**config.mk**
```make
export PLATFORM = sky130hd
export DESIGN_NAME = sd_card_init_sequencer
export DESIGN_NICKNAME = d
export VERILOG_FILES = /design/src/sv/sdinit_pkg.sv /design/src/sv/sdinit_csd.sv /design/src/sv/sd_card_init_sequencer.sv
export SDC_FILE = /design/constraint.sdc
export NUM_CORES = 1
export LEC_CHECK = 0
export ABC_CLOCK_PERIOD_IN_PS = 13100
export CORE_ASPECT_RATIO = 0.9
export CORE_MARGIN = 1
export CORE_UTILIZATION = 65
export CTS_CLUSTER_SIZE = 24
export DETAILED_ROUTE_END_ITERATION = 16
export DONT_BUFFER_PORTS = 1
export PLACE_DENSITY = 0.81
export RECOVER_POWER = 50
export SETUP_SLACK_MARGIN = 0.5
export SYNTH_ARGS = -nofsm -noshare
export SYNTH_HDL_FRONTEND = slang
export SYNTH_SLANG_ARGS = --single-unit
```
**constraint.sdc**
```tcl
create_clock -name clk -period 13.1 [get_ports clk]
set_input_delay 0 -clock clk [delete_from_list [all_inputs] [get_ports clk]]
set_output_delay 0 -clock clk [all_outputs]
set_load 0.05 [all_outputs]
```
**src/sv/sdinit_pkg.sv**
```systemverilog
// Package: phase encoding, result and error codes for the SD init sequencer.
package sdinit_pkg;

    typedef enum logic [3:0] {
        PH_IDLE, PH_CMD0, PH_CMD8, PH_P55, PH_A41, PH_CMD2, PH_CMD3,
        PH_CMD9, PH_CMD7, PH_CMD16, PH_B55, PH_A6, PH_HOST
    } phase_t;

    localparam logic [1:0] OP_START = 2'd0;
    localparam logic [1:0] OP_OK    = 2'd1;
    localparam logic [1:0] OP_FAIL  = 2'd2;
    localparam logic [1:0] OP_TICK  = 2'd3;

    localparam logic [1:0] RK_CMD  = 2'd0;
    localparam logic [1:0] RK_HOST = 2'd1;
    localparam logic [1:0] RK_DONE = 2'd2;
    localparam logic [1:0] RK_FAIL = 2'd3;

    localparam logic [2:0] RT_NONE = 3'd0;
    localparam logic [2:0] RT_R1   = 3'd1;
    localparam logic [2:0] RT_R1B  = 3'd2;
    localparam logic [2:0] RT_R2   = 3'd3;
    localparam logic [2:0] RT_R3   = 3'd4;
    localparam logic [2:0] RT_R6R7 = 3'd5;

    localparam logic [3:0] ERR_NONE   = 4'd0;
    localparam logic [3:0] ERR_NOCARD = 4'd1;
    localparam logic [3:0] ERR_CMD0   = 4'd2;
    localparam logic [3:0] ERR_ECHO   = 4'd3;
    localparam logic [3:0] ERR_A41    = 4'd4;
    localparam logic [3:0] ERR_TMO    = 4'd5;
    localparam logic [3:0] ERR_CMD2   = 4'd6;
    localparam logic [3:0] ERR_CMD3   = 4'd7;
    localparam logic [3:0] ERR_CMD9   = 4'd8;
    localparam logic [3:0] ERR_CMD7   = 4'd9;
    localparam logic [3:0] ERR_CMD16  = 4'd10;
    localparam logic [3:0] ERR_BUS    = 4'd11;

    localparam logic [1:0] REG_TIMEOUT = 2'd0;
    localparam logic [1:0] REG_RETRY   = 2'd1;
    localparam logic [1:0] REG_OCR     = 2'd2;
    localparam logic [1:0] REG_BLKLEN  = 2'd3;

    localparam logic [32:0] SDHC_MAX_BLOCKS = 33'd67108864;

    typedef struct packed {
        logic [1:0]  kind;
        logic [5:0]  index;
        logic [31:0] arg;
        logic [2:0]  rtype;
        logic [3:0]  err;
        logic [1:0]  ctype;
        logic [32:0] cap;
        logic [15:0] rca;
        logic [7:0]  mfr;
        logic [31:0] serial;
        logic [11:0] year;
        logic [3:0]  month;
    } result_t;

endpackage

```
**src/sv/sdinit_csd.sv**
```systemverilog
// CSD capacity decode (v1 and v2 layouts) into 512-byte blocks.
module sdinit_csd (
    input  logic [31:0] w1,
    input  logic [31:0] w2,
    input  logic [31:0] w3,
    output logic [32:0] blocks
);
    logic [11:0] c_size;
    logic [2:0]  mult;
    logic [3:0]  bl;
    logic [5:0]  sh;
    logic [63:0] bytes;

    always_comb
    begin
        c_size = {w2[1:0], w1[31:22]};
        mult   = w1[9:7];
        bl     = w2[11:8];
        sh     = 6'(mult) + 6'd2 + 6'(bl);
        bytes  = (64'(c_size) + 64'd1) << sh;
        if (w3[23:22] == 2'd0)
        begin
            blocks = bytes[41:9];
        end
        else
        begin
            blocks = {1'b0, (32'(w1[29:8]) + 32'd1)} << 10;
        end
    end
endmodule

```
**src/sv/sd_card_init_sequencer.sv**
```systemverilog
// Top level: SD card identification sequencer.
// A result word is registered and appears in the cycle after its event word is accepted.
// Throughput: one event word per cycle; each event updates state in one pass.
// The output register holds a result under stall; input accepted unless the
// output register is full and stalled.
// Reset (rst_n low, async) returns to idle, clears card state, loads register defaults.
module sd_card_init_sequencer #(
    parameter int POLL_COUNTER_BITS = 24
) (
    input  logic        clk,
    input  logic        rst_n,
    input  logic        in_valid,
    output logic        in_stall,
    input  logic [1:0]  opcode,
    input  logic        card_present,
    input  logic [31:0] resp_word0,
    input  logic [31:0] resp_word1,
    input  logic [31:0] resp_word2,
    input  logic [31:0] resp_word3,
    output logic        out_valid,
    input  logic        out_stall,
    output logic [1:0]  result_kind,
    output logic [5:0]  cmd_index,
    output logic [31:0] cmd_arg,
    output logic [2:0]  resp_type,
    output logic [3:0]  error_code,
    output logic [1:0]  card_type,
    output logic [32:0] card_blocks,
    output logic [15:0] card_address,
    output logic [7:0]  maker_code,
    output logic [31:0] card_serial,
    output logic [11:0] made_year,
    output logic [3:0]  made_month,
    input  logic        cfg_valid,
    output logic        cfg_ready,
    input  logic [1:0]  cfg_index,
    input  logic [31:0] cfg_data
);
    import sdinit_pkg::*;

    // Configuration registers
    logic [23:0] timeout_reg;
    logic [2:0]  retry_reg;
    logic [23:0] ocr_reg;
    logic [11:0] blklen_reg;

    // Sequencer state
    phase_t      phase_reg, phase_next;
    logic [2:0]  attempt_reg, attempt_next;
    logic        v2_reg, v2_next;
    logic        hc_reg, hc_next;
    logic [15:0] rca_reg, rca_next;
    logic [POLL_COUNTER_BITS-1:0] ticks_reg, ticks_next;
    logic [32:0] cap_reg, cap_next;
    logic [7:0]  mfr_reg, mfr_next;
    logic [31:0] serial_reg, serial_next;
    logic [11:0] date_reg, date_next;

    // Output register
    logic        ovalid_reg;
    result_t     res_reg, res_next;
    logic        emit;

    logic        accept;
    logic        ok;
    logic [32:0] csd_blocks;
    logic [31:0] rca_arg;
    logic        timed_out;
    logic        zero_timeout;

    assign cfg_ready = 1'b1;
    assign in_stall  = ovalid_reg && out_stall;
    assign accept    = in_valid && !in_stall;
    assign ok        = (opcode == OP_OK);
    assign rca_arg   = {rca_reg, 16'd0};
    // Compare the saturating poll count with the timeout before each poll CMD55.
    assign timed_out = (32'(ticks_reg) >= 32'(timeout_reg));
    // The first poll starts from a cleared count, so only a zero timeout expires.
    assign zero_timeout = (timeout_reg == 24'd0);

    sdinit_csd u_csd (
        .w1     (resp_word1),
        .w2     (resp_word2),
        .w3     (resp_word3),
        .blocks (csd_blocks)
    );

    always_ff @(posedge clk or negedge rst_n)
    begin
        if (!rst_n)
        begin
            timeout_reg <= 24'd1000;
            retry_reg   <= 3'd3;
            ocr_reg     <= 24'hFF8000;
            blklen_reg  <= 12'd512;
        end
        else if (cfg_valid)
        begin
            unique case (cfg_index)
                REG_TIMEOUT: timeout_reg <= cfg_data[23:0];
                REG_RETRY:   retry_reg   <= cfg_data[2:0];
                REG_OCR:     ocr_reg     <= cfg_data[23:0];
                REG_BLKLEN:  blklen_reg  <= cfg_data[11:0];
                default:     timeout_reg <= timeout_reg;
            endcase
        end
    end

    // Next-state logic
    always_comb
    begin
        phase_next   = phase_reg;
        attempt_next = attempt_reg;
        v2_next      = v2_reg;
        hc_next      = hc_reg;
        rca_next     = rca_reg;
        ticks_next   = ticks_reg;
        cap_next     = cap_reg;
        mfr_next     = mfr_reg;
        serial_next  = serial_reg;
        date_next    = date_reg;
        if (opcode == OP_START)
        begin
            attempt_next = card_present ? 3'd1 : 3'd0;
            v2_next      = 1'b0;
            hc_next      = 1'b0;
            rca_next     = 16'd0;
            ticks_next   = '0;
            cap_next     = '0;
            mfr_next     = '0;
            serial_next  = '0;
            date_next    = '0;
            phase_next   = card_present ? PH_CMD0 : PH_IDLE;
        end
        else if (opcode == OP_TICK)
        begin
            if ((phase_reg == PH_P55 || phase_reg == PH_A41) && !(&ticks_reg))
            begin
                ticks_next = ticks_reg + 1'b1;
            end
        end
        else
        begin
            unique case (phase_reg)
                PH_IDLE: phase_next = PH_IDLE;
                PH_CMD0:
                begin
                    if (ok)
                    begin
                        attempt_next = 3'd1;
                        phase_next   = PH_CMD8;
                    end
                    else if (attempt_reg < retry_reg)
                    begin
                        attempt_next = attempt_reg + 3'd1;
                    end
                    else
                    begin
                        phase_next = PH_IDLE;
                    end
                end
                PH_CMD8:
                begin
                    if (ok && resp_word0[7:0] != 8'hAA)
                    begin
                        phase_next = PH_IDLE;
                    end
                    else if (!ok && attempt_reg < retry_reg)
                    begin
                        attempt_next = attempt_reg + 3'd1;
                    end
                    else
                    begin
                        v2_next    = ok;
                        ticks_next = '0;
                        phase_next = zero_timeout ? PH_IDLE : PH_P55;
                    end
                end
                PH_P55: phase_next = ok ? PH_A41 : PH_IDLE;
                PH_A41:
                begin
                    if (!ok)
                    begin
                        phase_next = PH_IDLE;
                    end
                    else if (resp_word0[31])
                    begin
                        hc_next    = v2_reg & resp_word0[30];
                        phase_next = PH_CMD2;
                    end
                    else
                    begin
                        phase_next = timed_out ? PH_IDLE : PH_P55;
                    end
                end
                PH_CMD2:
                begin
                    if (ok)
                    begin
                        mfr_next    = resp_word3[23:16];
                        serial_next = {resp_word1[15:0], resp_word0[31:16]};
                        date_next   = resp_word0[11:0];
                    end
                    phase_next = ok ? PH_CMD3 : PH_IDLE;
                end
                PH_CMD3:
                begin
                    if (ok)
                    begin
                        rca_next = resp_word0[31:16];
                    end
                    phase_next = ok ? PH_CMD9 : PH_IDLE;
                end
                PH_CMD9:
                begin
                    if (ok)
                    begin
                        cap_next = csd_blocks;
                    end
                    phase_next = ok ? PH_CMD7 : PH_IDLE;
                end
                PH_CMD7:
                begin
                    if (!ok)
                        phase_next = PH_IDLE;
                    else
                        phase_next = hc_reg ? PH_B55 : PH_CMD16;
                end
                PH_CMD16: phase_next = ok ? PH_B55 : PH_IDLE;
                PH_B55:   phase_next = ok ? PH_A6 : PH_IDLE;
                PH_A6:    phase_next = ok ? PH_HOST : PH_IDLE;
                PH_HOST:  phase_next = PH_IDLE;
                default:  phase_next = PH_IDLE;
            endcase
        end
    end

    // Result logic
    always_comb
    begin
        res_next = '0;
        emit     = 1'b1;
        if (opcode == OP_START)
        begin
            if (!card_present)
            begin
                res_next.kind = RK_FAIL;
                res_next.err  = ERR_NOCARD;
            end
            else
            begin
                res_next.rtype = RT_NONE;
            end
        end
        else if (opcode == OP_TICK)
        begin
            emit = 1'b0;
        end
        else
        begin
            unique case (phase_reg)
                PH_IDLE: emit = 1'b0;
                PH_CMD0:
                begin
                    if (ok)
                    begin
                        res_next.index = 6'd8;
                        res_next.arg   = 32'h1AA;
                        res_next.rtype = RT_R6R7;
                    end
                    else if (!(attempt_reg < retry_reg))
                    begin
                        res_next.kind = RK_FAIL;
                        res_next.err  = ERR_CMD0;
                    end
                end
                PH_CMD8:
                begin
                    if (ok && resp_word0[7:0] != 8'hAA)
                    begin
                        res_next.kind = RK_FAIL;
                        res_next.err  = ERR_ECHO;
                    end
                    else if (!ok && attempt_reg < retry_reg)
                    begin
                        res_next.index = 6'd8;
                        res_next.arg   = 32'h1AA;
                        res_next.rtype = RT_R6R7;
                    end
                    else if (zero_timeout)
                    begin
                        res_next.kind = RK_FAIL;
                        res_next.err  = ERR_TMO;
                    end
                    else
                    begin
                        res_next.index = 6'd55;
                        res_next.arg   = rca_arg;
                        res_next.rtype = RT_R1;
                    end
                end
                PH_P55:
                begin
                    if (!ok)
                    begin
                        res_next.kind = RK_FAIL;
                        res_next.err  = ERR_A41;
                    end
                    else
                    begin
                        res_next.index = 6'd41;
                        res_next.arg   = {1'b0, v2_reg, 6'd0, ocr_reg};
                        res_next.rtype = RT_R3;
                    end
                end
                PH_A41:
                begin
                    if (!ok)
                    begin
                        res_next.kind = RK_FAIL;
                        res_next.err  = ERR_A41;
                    end
                    else if (resp_word0[31])
                    begin
                        res_next.index = 6'd2;
                        res_next.rtype = RT_R2;
                    end
                    else if (timed_out)
                    begin
                        res_next.kind = RK_FAIL;
                        res_next.err  = ERR_TMO;
                    end
                    else
                    begin
                        res_next.index = 6'd55;
                        res_next.arg   = rca_arg;
                        res_next.rtype = RT_R1;
                    end
                end
                PH_CMD2:
                begin
                    if (!ok)
                    begin
                        res_next.kind = RK_FAIL;
                        res_next.err  = ERR_CMD2;
                    end
                    else
                    begin
                        res_next.index = 6'd3;
                        res_next.rtype = RT_R6R7;
                    end
                end
                PH_CMD3:
                begin
                    if (!ok)
                    begin
                        res_next.kind = RK_FAIL;
                        res_next.err  = ERR_CMD3;
                    end
                    else
                    begin
                        res_next.index = 6'd9;
                        res_next.arg   = {resp_word0[31:16], 16'd0};
                        res_next.rtype = RT_R2;
                    end
                end
                PH_CMD9:
                begin
                    if (!ok)
                    begin
                        res_next.kind = RK_FAIL;
                        res_next.err  = ERR_CMD9;
                    end
                    else
                    begin
                        res_next.index = 6'd7;
                        res_next.arg   = rca_arg;
                        res_next.rtype = RT_R1B;
                    end
                end
                PH_CMD7:
                begin
                    if (!ok)
                    begin
                        res_next.kind = RK_FAIL;
                        res_next.err  = ERR_CMD7;
                    end
                    else if (!hc_reg)
                    begin
                        res_next.index = 6'd16;
                        res_next.arg   = {20'd0, blklen_reg};
                        res_next.rtype = RT_R1;
                    end
                    else
                    begin
                        res_next.index = 6'd55;
                        res_next.arg   = rca_arg;
                        res_next.rtype = RT_R1;
                    end
                end
                PH_CMD16:
                begin
                    if (!ok)
                    begin
                        res_next.kind = RK_FAIL;
                        res_next.err  = ERR_CMD16;
                    end
                    else
                    begin
                        res_next.index = 6'd55;
                        res_next.arg   = rca_arg;
                        res_next.rtype = RT_R1;
                    end
                end
                PH_B55:
                begin
                    if (!ok)
                    begin
                        res_next.kind = RK_FAIL;
                        res_next.err  = ERR_BUS;
                    end
                    else
                    begin
                        res_next.index = 6'd6;
                        res_next.arg   = 32'h2;
                        res_next.rtype = RT_R1;
                    end
                end
                PH_A6:
                begin
                    if (!ok)
                    begin
                        res_next.kind = RK_FAIL;
                        res_next.err  = ERR_BUS;
                    end
                    else
                    begin
                        res_next.kind = RK_HOST;
                    end
                end
                PH_HOST:
                begin
                    if (!ok)
                    begin
                        res_next.kind = RK_FAIL;
                        res_next.err  = ERR_BUS;
                    end
                    else
                    begin
                        res_next.kind   = RK_DONE;
                        res_next.ctype  = !hc_reg ? 2'd0 :
                                          (cap_reg > SDHC_MAX_BLOCKS) ? 2'd2 : 2'd1;
                        res_next.cap    = cap_reg;
                        res_next.rca    = rca_reg;
                        res_next.mfr    = mfr_reg;
                        res_next.serial = serial_reg;
                        res_next.year   = 12'd2000 + 12'(date_reg[11:4]);
                        res_next.month  = date_reg[3:0];
                    end
                end
                default: emit = 1'b0;
            endcase
        end
    end

    always_ff @(posedge clk or negedge rst_n)
    begin
        if (!rst_n)
        begin
            phase_reg   <= PH_IDLE;
            attempt_reg <= '0;
            v2_reg      <= 1'b0;
            hc_reg      <= 1'b0;
            rca_reg     <= '0;
            ticks_reg   <= '0;
            cap_reg     <= '0;
            mfr_reg     <= '0;
            serial_reg  <= '0;
            date_reg    <= '0;
            ovalid_reg  <= 1'b0;
        end
        else
        begin
            if (accept)
            begin
                phase_reg   <= phase_next;
                attempt_reg <= attempt_next;
                v2_reg      <= v2_next;
                hc_reg      <= hc_next;
                rca_reg     <= rca_next;
                ticks_reg   <= ticks_next;
                cap_reg     <= cap_next;
                mfr_reg     <= mfr_next;
                serial_reg  <= serial_next;
                date_reg    <= date_next;
            end
            // Drop the word once taken; load a new one on an emitting event.
            if (accept)
                ovalid_reg <= emit;
            else if (!out_stall)
                ovalid_reg <= 1'b0;
        end
    end

    always_ff @(posedge clk)
    begin
        if (accept && emit)
            res_reg <= res_next;
    end

    assign out_valid    = ovalid_reg;
    assign result_kind  = res_reg.kind;
    assign cmd_index    = res_reg.index;
    assign cmd_arg      = res_reg.arg;
    assign resp_type    = res_reg.rtype;
    assign error_code   = res_reg.err;
    assign card_type    = res_reg.ctype;
    assign card_blocks  = res_reg.cap;
    assign card_address = res_reg.rca;
    assign maker_code   = res_reg.mfr;
    assign card_serial  = res_reg.serial;
    assign made_year    = res_reg.year;
    assign made_month   = res_reg.month;

`ifndef SYNTH
    a_stall_holds: assert property (@(posedge clk) disable iff (!rst_n)
        ovalid_reg && out_stall |=> ovalid_reg && $stable(res_reg))
        else $error("result word changed under stall");
    a_tick_silent: assert property (@(posedge clk) disable iff (!rst_n)
        accept && opcode == OP_TICK |=> !ovalid_reg)
        else $error("tick produced a result");
    a_fail_idle: assert property (@(posedge clk) disable iff (!rst_n)
        accept && emit && res_next.kind == RK_FAIL |=> phase_reg == PH_IDLE)
        else $error("failure left sequencer busy");
    a_idle_quiet: assert property (@(posedge clk) disable iff (!rst_n)
        accept && phase_reg == PH_IDLE && opcode != OP_START |=> !ovalid_reg)
        else $error("idle event produced a result");
`endif
endmodule

```
# Word-level counts from Yosys, hierarchy flattened
# Cells that the tools add are included.
# word_totals
ff_bits	352
inputBits	170
out_inout_bits	157
elab_cells	243
# op_classes
n_addsub	7
n_lt_le_gt_ge	3
eq_ne	30
shifts	1
n_mux	129
bitwise_logic	4
reduce_logical	42
# op_table
op	n
2-to-1 mux 41 bit	9
case mux 32 bit (9 select lines)	1
2-to-1 mux 107 bit	2
2-to-1 mux 33 bit	5
2-to-1 mux 32 bit	5
2-to-1 mux 154 bit	1
2-to-1 mux 24 bit	6
2-to-1 mux 4 bit	20
2-to-1 mux 39 bit	2
2-to-1 mux 38 bit	2
2-to-1 mux 16 bit	4
<< shifter 64 x 6 -> 42 bit	1
case mux 6 bit (10 select lines)	1
2-to-1 mux 3 bit	18
2-to-1 mux 12 bit	4
case mux 4 bit (11 select lines)	1
2-to-1 mux 2 bit	20
case mux 4 bit (10 select lines)	1
> comparator 33 x 27 -> 1 bit, second input constant	1
2-to-1 mux 8 bit	4
case mux 3 bit (10 select lines)	1
adder 24 x 1 -> 24 bit, second input constant	1
>= comparator 24 bit	1
logical NOT 24 bit	1
41 further kinds	104

# Depth between registers and ports, before layout
# Gate-level depths: netlist of run 1.
# depth
depth_word	8
mapped_depth	12
ltp_nobuf	10

# By module
# From an unflattened synthesis of run 1, not the netlist that was laid out.
# unflattened
cells_unflattened	1857
hier_area_um2	18763.0
# modules_own_cells
module	n_inst	cells_per_inst	area_per_inst_um2	seq_area_each_um2
sd_card_init_sequencer	1	1464	16311.9	9571.7
sdinit_csd	1	393	2451.1	0.0

# Worst setup path before layout of run 1
# Ideal clock, no wire load.
# synth_path
path_kind	reg-to-reg
start	register phase_reg[3]
end	register ovalid_reg, in the netlist out_valid
setup_ps	106
t_arrival_ps	8261
required_time_ps	12994
slack_ps	4733
stages_incl_launch_ff	9
path_buffers	1
period_less_slack_ps	8367
cell_sequence	dfrtp_1 -> inv_1 -> ha_1 -> clkbuf_1 -> nor2_1 -> nand3_1 -> a21oi_1 -> nor2_1 -> or2_2
# synth_via
elab_chain_cells	6
elab_cells_between_ends	17
cone_classes	eq/ne (12); mux (4); reduce/logical (1)
# synth_lines
element	line_no	source
start, declared	sd_card_init_sequencer.sv:48	phase_t phase_reg, phase_next;
start signal, assigned	sd_card_init_sequencer.sv:486	phase_reg <= phase_next;
== test 4 x 2 -> 1 bit, or another cell as far along	sd_card_init_sequencer.sv:261	unique case (phase_reg)
OR reduction 12 bit (no line) *	--	
2-to-1 mux 1 bit *	sd_card_init_sequencer.sv:261	
2-to-1 mux 1 bit *	sd_card_init_sequencer.sv:255	else if (opcode == OP_TICK)
2-to-1 mux 1 bit *	sd_card_init_sequencer.sv:243	if (opcode == OP_START)
2-to-1 mux 1 bit *	sd_card_init_sequencer.sv:498	if (accept)
end signal, assigned	sd_card_init_sequencer.sv:499	ovalid_reg <= emit;
end, declared	sd_card_init_sequencer.sv:60	logic ovalid_reg;
# Every way passes the cells marked *; elsewhere a longest branch is shown, timed or not.
# A chain may end at the register's enable or synchronous reset.

# Worst setup path in the final report of run 1
# layout_path
start	register phase_reg[0]
end	register res_reg (netlist bit card_serial[12]) (data pin)
# layout_via
elab_chain_cells	3
# layout_lines
element	line_no	source
== test 4 bit	sd_card_init_sequencer.sv:261	
inverter 1 bit (no line)	--	
OR reduction 4 bit (no line)	--	
end signal, assigned	sd_card_init_sequencer.sv:508	res_reg <= res_next;
end, declared	sd_card_init_sequencer.sv:61	result_t res_reg, res_next;
# Every way passes these cells.

==> results.yml, run 1 <==
power_and_ir_drop:
  clkPwrFrac: 0.314
  p_int_w: 0.00212
  sw_frac_of_total: 0.348
  p_leak_nw: 7.97
  comb_power_share: 0.167
  seq_power_share: 0.519
  power.switching_w: 0.00113
  ir_worst_vdd_uv: 114
  fin_total_pwr_w: 0.00325
  power_density_nw_per_um2: 161
timing:
  setup_viol: 0
  hold_ws_ns: -0.000904
  setup_tns_ns: 0
  fmax_mhz: 211
  finalCritPeriodShare: 0.361
  hold_viol_final: 1
  period_minus_slack_ns: 4.73
  slew_viol_final: 148
  finClkSkew_ns: 0.0272
  rsz0062_at_grt: "no"
  worst_slew_pin_slew_ns: 3.60
  slew_headroom: -1.40
  finalWorstSetupSlack_ns: 8.37
cells_and_area:
  syn2layout_area_growth_pct: 15.7
  layout-drive-gt1-share: 0.0834
  instances_no_fill: 2172
  nets: 2009
floorplanning:
  die_w_um: 175
  die_height_um: 157
  floorplan.initialDensity: 0.666
  rows: 56
  die_area_um2: 27500
  core_area_um2: 26200
  pin_count: 327
clock_tree:
  cts_max_path_buffers: 3
  path_clk_slew_ns: 0.07
  h-tree-depth: 2
  tritoncts: "done"
  numCtsBuffers: 36
  clk_latency_ns: 0.53
  cts_sinks: 351
  post_cts_buffers: 0
  cts-root-buf: "clkbuf_16"
synth:
  synth_top_family_by_area: "simple AND/OR/NAND/NOR gates"
  synth-xor-area-share: 0.0181
  yosys-top-cells-count: "262 x nand2_1, 180 x dfrtp_1, 163 x o21ai_0, 153 x edfxtp_1, 105 x and2_1"
  ys_types: 82
  synth-adder-area-share: 0.0320
  synth.area.mux_share: 0.0339
  syn_inst: 1705
  ys.warnings.count: 0
  synth.area.top_cells: "edfxtp_1 26%, dfrtp_1 26%, nand2_1 5.6%"
  synth_flop_cell: "dfrtp_1"
  netlist.area_leader.share: 0.263
  synth_seq_cells: 351
  synthArstFlopShare: 0.564
  synth-simple-area-share: 0.187
  synth-seq-area-share: 0.549
  synth_area_leader_cell: "edfxtp_1"
  synth.most_common_cell: "nand2_1"
  synthesis.area_um2: 17400
  synth_edf_count: 153
  syn_nets: 1919
  synth_compound_area_frac: 0.147
  syn_area_per_cell_um2: 10.2
routing:
  drc: 0
  drt_pass1_iterations: 6
  totalWireLength_mm: 52.3
  routed_via_density: 6.70
  wl_per_cell_um: 24.1
  antenna_left: 0
  vias: 14600
  first_iter_violations: 1845
run:
  drv_cap: 2
worst_setup_path:
  cp_top_family: "buffers and inverters"
  worstSetupEndpointType: "flop"
  crit_path_max_fanout: 99
  crit_arrival_ns: 5.08
  cp-start-kind: "flop"
  rr_startpoint: "phase_reg[0]"
  critical_path_class: "reg -> reg"
  slowest_stage: "clkbuf_1"
  critical_path.max_stage_delay_ns: 2.51
  cp_cell_sequence: "nor2_1, and2_0, and3_2, clkbuf_1, and2_1"
  worstPathRequired_ns: 13.45
  r2r_slack_ns: 8.37
  path_buf_inv: 1
  crit_start: "phase_reg[0]"
global_route:
  grt_pass1_wl_mm: 80.4
  grt_max_degree: 199
  antenna_found_initial: 1
  overflow: 0
  grt_usage: 0.377
  grt_pass1_vias: 14200
place:
  gp_congestion: 0.960
  place.port_buffers: 0
  place_ws_ns: 9.05
  numPlacedInstances: 1966
  hpwl_mm: 32.0
worst_hold_path:
  hold_path.class: "in -> reg"
  holdCritStartpoint: "out_stall"
outcome:
  status: "finished, violations left"
  violations: "negative hold slack, max-capacitance violations, max-slew violations"
## metal layers
layer,track usage,share of wire,vias to the layer above
li1,-,-,6334
met1,0.506,0.39,6996
met2,0.597,0.46,1048
met3,0.0802,0.11,178
met4,0.164,0.043,0
met5,0,0,-
## cells by family after synthesis
kind of cell / count (synthesis)
flops: 351
buf+inv: 151
mux: 51
xor+xnor: 36
compound gates: 409
fa+ha+maj: 44
simple gates: 662
other cells: 1
## cells in the final DEF (no fill, tap or decap), types with 7 or more instances in the layout
master	Yosys	layout
mux2_2	45	43
nor2b_1	12	12
nand2_1	262	262
clkbuf_16	0	38
nor2_1	91	91
a22oi_1	36	36
a211oi_1	8	8
and3_1	20	19
edfxtp_1	153	153
nor4_1	25	25
xor2_1	14	14
and2_1	105	99
clkbuf_1	78	13
or2_2	7	7
nand2b_1	13	13
buf_4	2	12
dfstp_2	18	12
nand4_1	22	22
ha_1	43	43
dfrtp_1	180	180
nand3_1	45	45
o211ai_1	13	13
nor3_1	26	26
o22ai_1	14	14
o31ai_1	10	10
a21oi_1	70	70
dlygate4sd3_1	0	138
inv_1	45	45
o21ai_0	163	162
xnor2_1	22	21
a21o_1	9	9
a31oi_1	12	12
o221ai_1	11	10
## final timing paths
path,cells after the start,end
worst min-delay path,3,hc_reg
worst max register to register,5,card_serial[12]
worst max-delay path,5,card_serial[12]
min in group asynchronous,2,serial_reg[1]
worst min register to register,2,mfr_reg[7]
max in group asynchronous,2,hc_reg
## power groups by stage
| stage | Combinational, W | Clock [W] | Sequential [W] |
|---|---|---|---|
| 2_1_floorplan | 0.000349 | 0 | 0.00167 |
| 3_3_place_gp | 0.000436 | 0 | 0.00168 |
| 6_report | 0.000542 | 0.00102 | 0.00169 |
| 3_5_place_dp | 0.000456 | 0 | 0.00170 |
| 4_1_cts | 0.000522 | 0.00102 | 0.00168 |
| 5_1_grt | 0.000589 | 0.00107 | 0.00170 |
## final cells by class
class / count / area (µm²)
timing repair buffer: 153 / 1510
fill: 1632 / 6020
sequential: 351 / 9570
inverter: 50 / 188
antenna: 1 / 2.50
clock inverter: 12 / 115
clock buffer: 54 / 1060
tap: 348 / 435
multi-input combinational: 1203 / 7310
## worst reg2reg max path, stage by stage (launching register included)
cell      delay (ns)
dfrtp_1         0.64
nor2_1          0.37
and2_0          0.32
and3_2          0.21
clkbuf_1        2.51
and2_1          0.50
## what timing repair did
action	4_1_cts	5_1_grt
hold buffers	139	0
gates resized for setup	0	0
endpoints found under the hold margin	375	0
## metrics by stage
stage | cell area (µm²) | utilization
2_1_floorplan | 17400 | -
3_3_place_gp | 17600 | 0.673
3_5_place_dp | 17600 | 0.673
4_1_cts | 20200 | 0.771
5_1_grt | 20200 | 0.770
6_report | 20200 | 0.770
No activity file was read; power rests on OpenSTA's default activity.
==> inputs of run 2 (changes only) <==
- ABC_AREA: default -> 1
- ABC_CLOCK_PERIOD_IN_PS: 13100 -> 3800
- CORE_UTILIZATION: 65 -> 58
- PLACE_DENSITY: 0.81 -> 0.76
- clock period: 13.1 -> 3.8 ns (I/O delays scaled with it)
==> run 2 against run 1 <==
The run still ends with negative hold slack, max-capacitance violations, max-slew violations left. Clock skew shrank 0.0055 ns. Register-to-register slack worse by 8.0 ns. Maximum frequency is 39% higher. Die area is 15% higher. Setup slack got worse by 8.0 ns. Hold slack worse by 0.84 ns. Clock power grew to 3.7 times the previous value. Final area rose by 1.7%. Total power increased to 3.2 times the previous value. First-iteration DRC count is 15% lower. Utilization down 8.8 points. Sequential cell count unchanged. Highest routed layer unchanged.
==> results.yml, run 2 <==
outcome:
  status: "finished, violations left"
  violations: "negative hold slack, max-capacitance violations, max-slew violations"
worst_setup_path:
  crit_arrival_ns: 3.85
  crit_path_max_fanout: 17
  worstSetupEndpointType: "flop"
  worstPathRequired_ns: 4.26
  critical_path_class: "reg -> reg"
  cp-start-kind: "flop"
synth:
  ys.warnings.count: 0
  synth-seq-area-share: 0.535
  netlist.area_leader.share: 0.257
  syn_area_per_cell_um2: 8.44
  synth_area_leader_cell: "edfxtp_1"
  syn_nets: 2332
  synth.most_common_cell: "nand2_1"
  syn_inst: 2118
  synth_seq_cells: 351
  synth_edf_count: 153
  yosys-top-cells-count: "437 x nand2_1, 298 x inv_1, 239 x nor2_1, 207 x nand3_1, 192 x o21ai_0"
  synthArstFlopShare: 0.564
  synthesis.area_um2: 17900
  synth_flop_cell: "dfrtp_1"
  synth.area.top_cells: "edfxtp_1 26%, dfrtp_1 25%, nand2_1 9.2%"
  ys_types: 53
global_route:
  grt_max_degree: 199
  grt_pass1_wl_mm: 80.2
  antenna_found_initial: 0
  grt_pass1_vias: 14700
  grt_usage: 0.323
  overflow: 0
clock_tree:
  cts-resized-gates: 0
  cts-root-buf: "clkbuf_16"
  cts_max_path_buffers: 3
  post_cts_buffers: 0
  path_clk_slew_ns: 0.06
  cts_hold_buf: 111
  tritoncts: "done"
  numCtsBuffers: 37
  cts_sinks: 351
  h-tree-depth: 2
  clk_latency_ns: 0.53
place:
  place.port_buffers: 0
  hpwl_mm: 33.7
  gp_congestion: 0.914
  place_ws_ns: 0.962
cells_and_area:
  nets: 2414
  antenna_cells: 0
  layout-drive-gt1-share: 0.0579
  layout_common_cells: "437 x nand2_1, 295 x inv_1, 238 x nor2_1"
  layout_commonest_cell: "nand2_1"
  syn2layout_area_growth_pct: 14.9
routing:
  drt_pass1_iterations: 6
  wl_per_cell_um: 19.4
  totalWireLength_mm: 51.0
  antenna_left: 0
  drc: 0
  vias: 15300
  routed_via_density: 5.80
  first_iter_violations: 1561
power_and_ir_drop:
  power_density_nw_per_um2: 502
  power.switching_w: 0.00311
  sw_frac_of_total: 0.301
  clkPwrFrac: 0.361
  seq_power_share: 0.487
  p_int_w: 0.00720
  p_leak_nw: 9.16
  fin_total_pwr_w: 0.0103
  ir_worst_vdd_uv: 316
  comb_power_share: 0.152
timing:
  slew_viol_final: 126
  setup_viol: 0
  fmax_mhz: 295
  rsz0062_at_grt: "no"
  finClkSkew_ns: 0.0217
  hold_viol_final: 198
  period_minus_slack_ns: 3.39
  finalCritPeriodShare: 0.893
  finalWorstSetupSlack_ns: 0.407
  hold_ws_ns: -0.838
  slew_headroom: -0.234
  worst_slew_pin_slew_ns: 1.85
floorplanning:
  floorplan.initialDensity: 0.594
  rows: 60
  die_height_um: 169
  core_area_um2: 30100
  die_w_um: 187
  die_area_um2: 31500
  pin_count: 327
worst_hold_path:
  hold_path.class: "in -> async"
run:
  drv_cap: 3
## run 2: cell count changes after synthesis, sizes merged, moves of 16 or more
| cell | before | now |
|---|---|---|
| inv | 47 | 307 |
| nand2 | 262 | 442 |
| nand3 | 45 | 208 |
| nor2 | 93 | 246 |
| and2 | 105 | 3 |
| mux2 | 45 | 0 |
| o21ai | 167 | 205 |
| clkbuf | 79 | 45 |
| and3 | 20 | 0 |
| xnor2 | 22 | 2 |
| buf | 22 | 41 |
| a22oi | 36 | 20 |
| nor4 | 26 | 10 |
## run 2: final cells by class
cell class	instances	area (µm²)
Timing Repair Buffer	129	1260
Multi-Input combinational cell	1373	6780
Clock inverter	20	230
Sequential cell	351	9570
Fill cell	2306	9570
Inverter	308	1160
Tap cell	403	504
Clock buffer	48	1030
## run 2: worst paths after layout
kind,start,end,slack (ns),depth (start not counted)
worst max-delay path,out_valid,cap_reg[19],0.41,12
worst min-delay path,rst_n,ocr_reg[12],-0.84,0
worst max register to register,out_valid,cap_reg[19],0.41,12
worst min register to register,cap_reg[23],cap_reg[23],0.48,2
max in group asynchronous,rst_n,ticks_reg[12],4.25,0
min in group clk,resp_word1[15],cap_reg[18],0.01,7
## run 2: kinds of logic (layout without fill, tap and decap cells)
| logic type | count (synthesis) | count (layout) | synth area share |
|---|---|---|---|
| compound gates | 319 | 319 | 0.0974 |
| xor+xnor | 21 | 21 | 0.0103 |
| fa+ha+maj | 44 | 44 | 0.0312 |
| buf+inv | 394 | 505 | 0.0877 |
| flops | 351 | 351 | 0.535 |
| other cells | 1 | 1 | 0.000210 |
| simple gates | 988 | 988 | 0.238 |
## run 2: per-stage QoR
stage	area, µm²	hold WS (ns)	TNS (ns)	utilization	instances
floorplan	17900	-0.296	-59.35	-	2118
global placement	18200	-0.292	0	0.604	2453
detailed placement	18200	-0.290	0	0.604	2453
CTS	20600	-0.849	0	0.683	2632
global route	20500	-0.846	0	0.682	2632
finish	20500	-0.838	0	0.682	2632
## run 2: routing by layer
metal  GRT usage  share of wire
met2       0.513           0.46
met1       0.455           0.43
met3      0.0485          0.083
met4       0.115          0.031
met5           0              0
## run 2: worst max-delay path, cell delays in order (launching register included)
cell           delay, ns
dfrtp_1             0.56
nand2_1             0.16
inv_1               0.25
nor2_1              0.39
nand2_1             0.34
a21oi_4             0.26
nand2_4             0.20
inv_1               0.26
o211ai_1            0.14
dlygate4sd3_1       0.58
nand2_1             0.06
nand2_1             0.06
nand2_1             0.06
## run 2: power by group through the flow
stage | combinational [W] | sequential (W) | clock (W)
after CTS | 0.00152 | 0.00501 | 0.00375
after floorplan | 0.00106 | 0.00500 | 0
after detailed placement | 0.00139 | 0.00508 | 0
after global placement | 0.00134 | 0.00506 | 0
after global routing | 0.00175 | 0.00507 | 0.00391
final | 0.00156 | 0.00503 | 0.00373
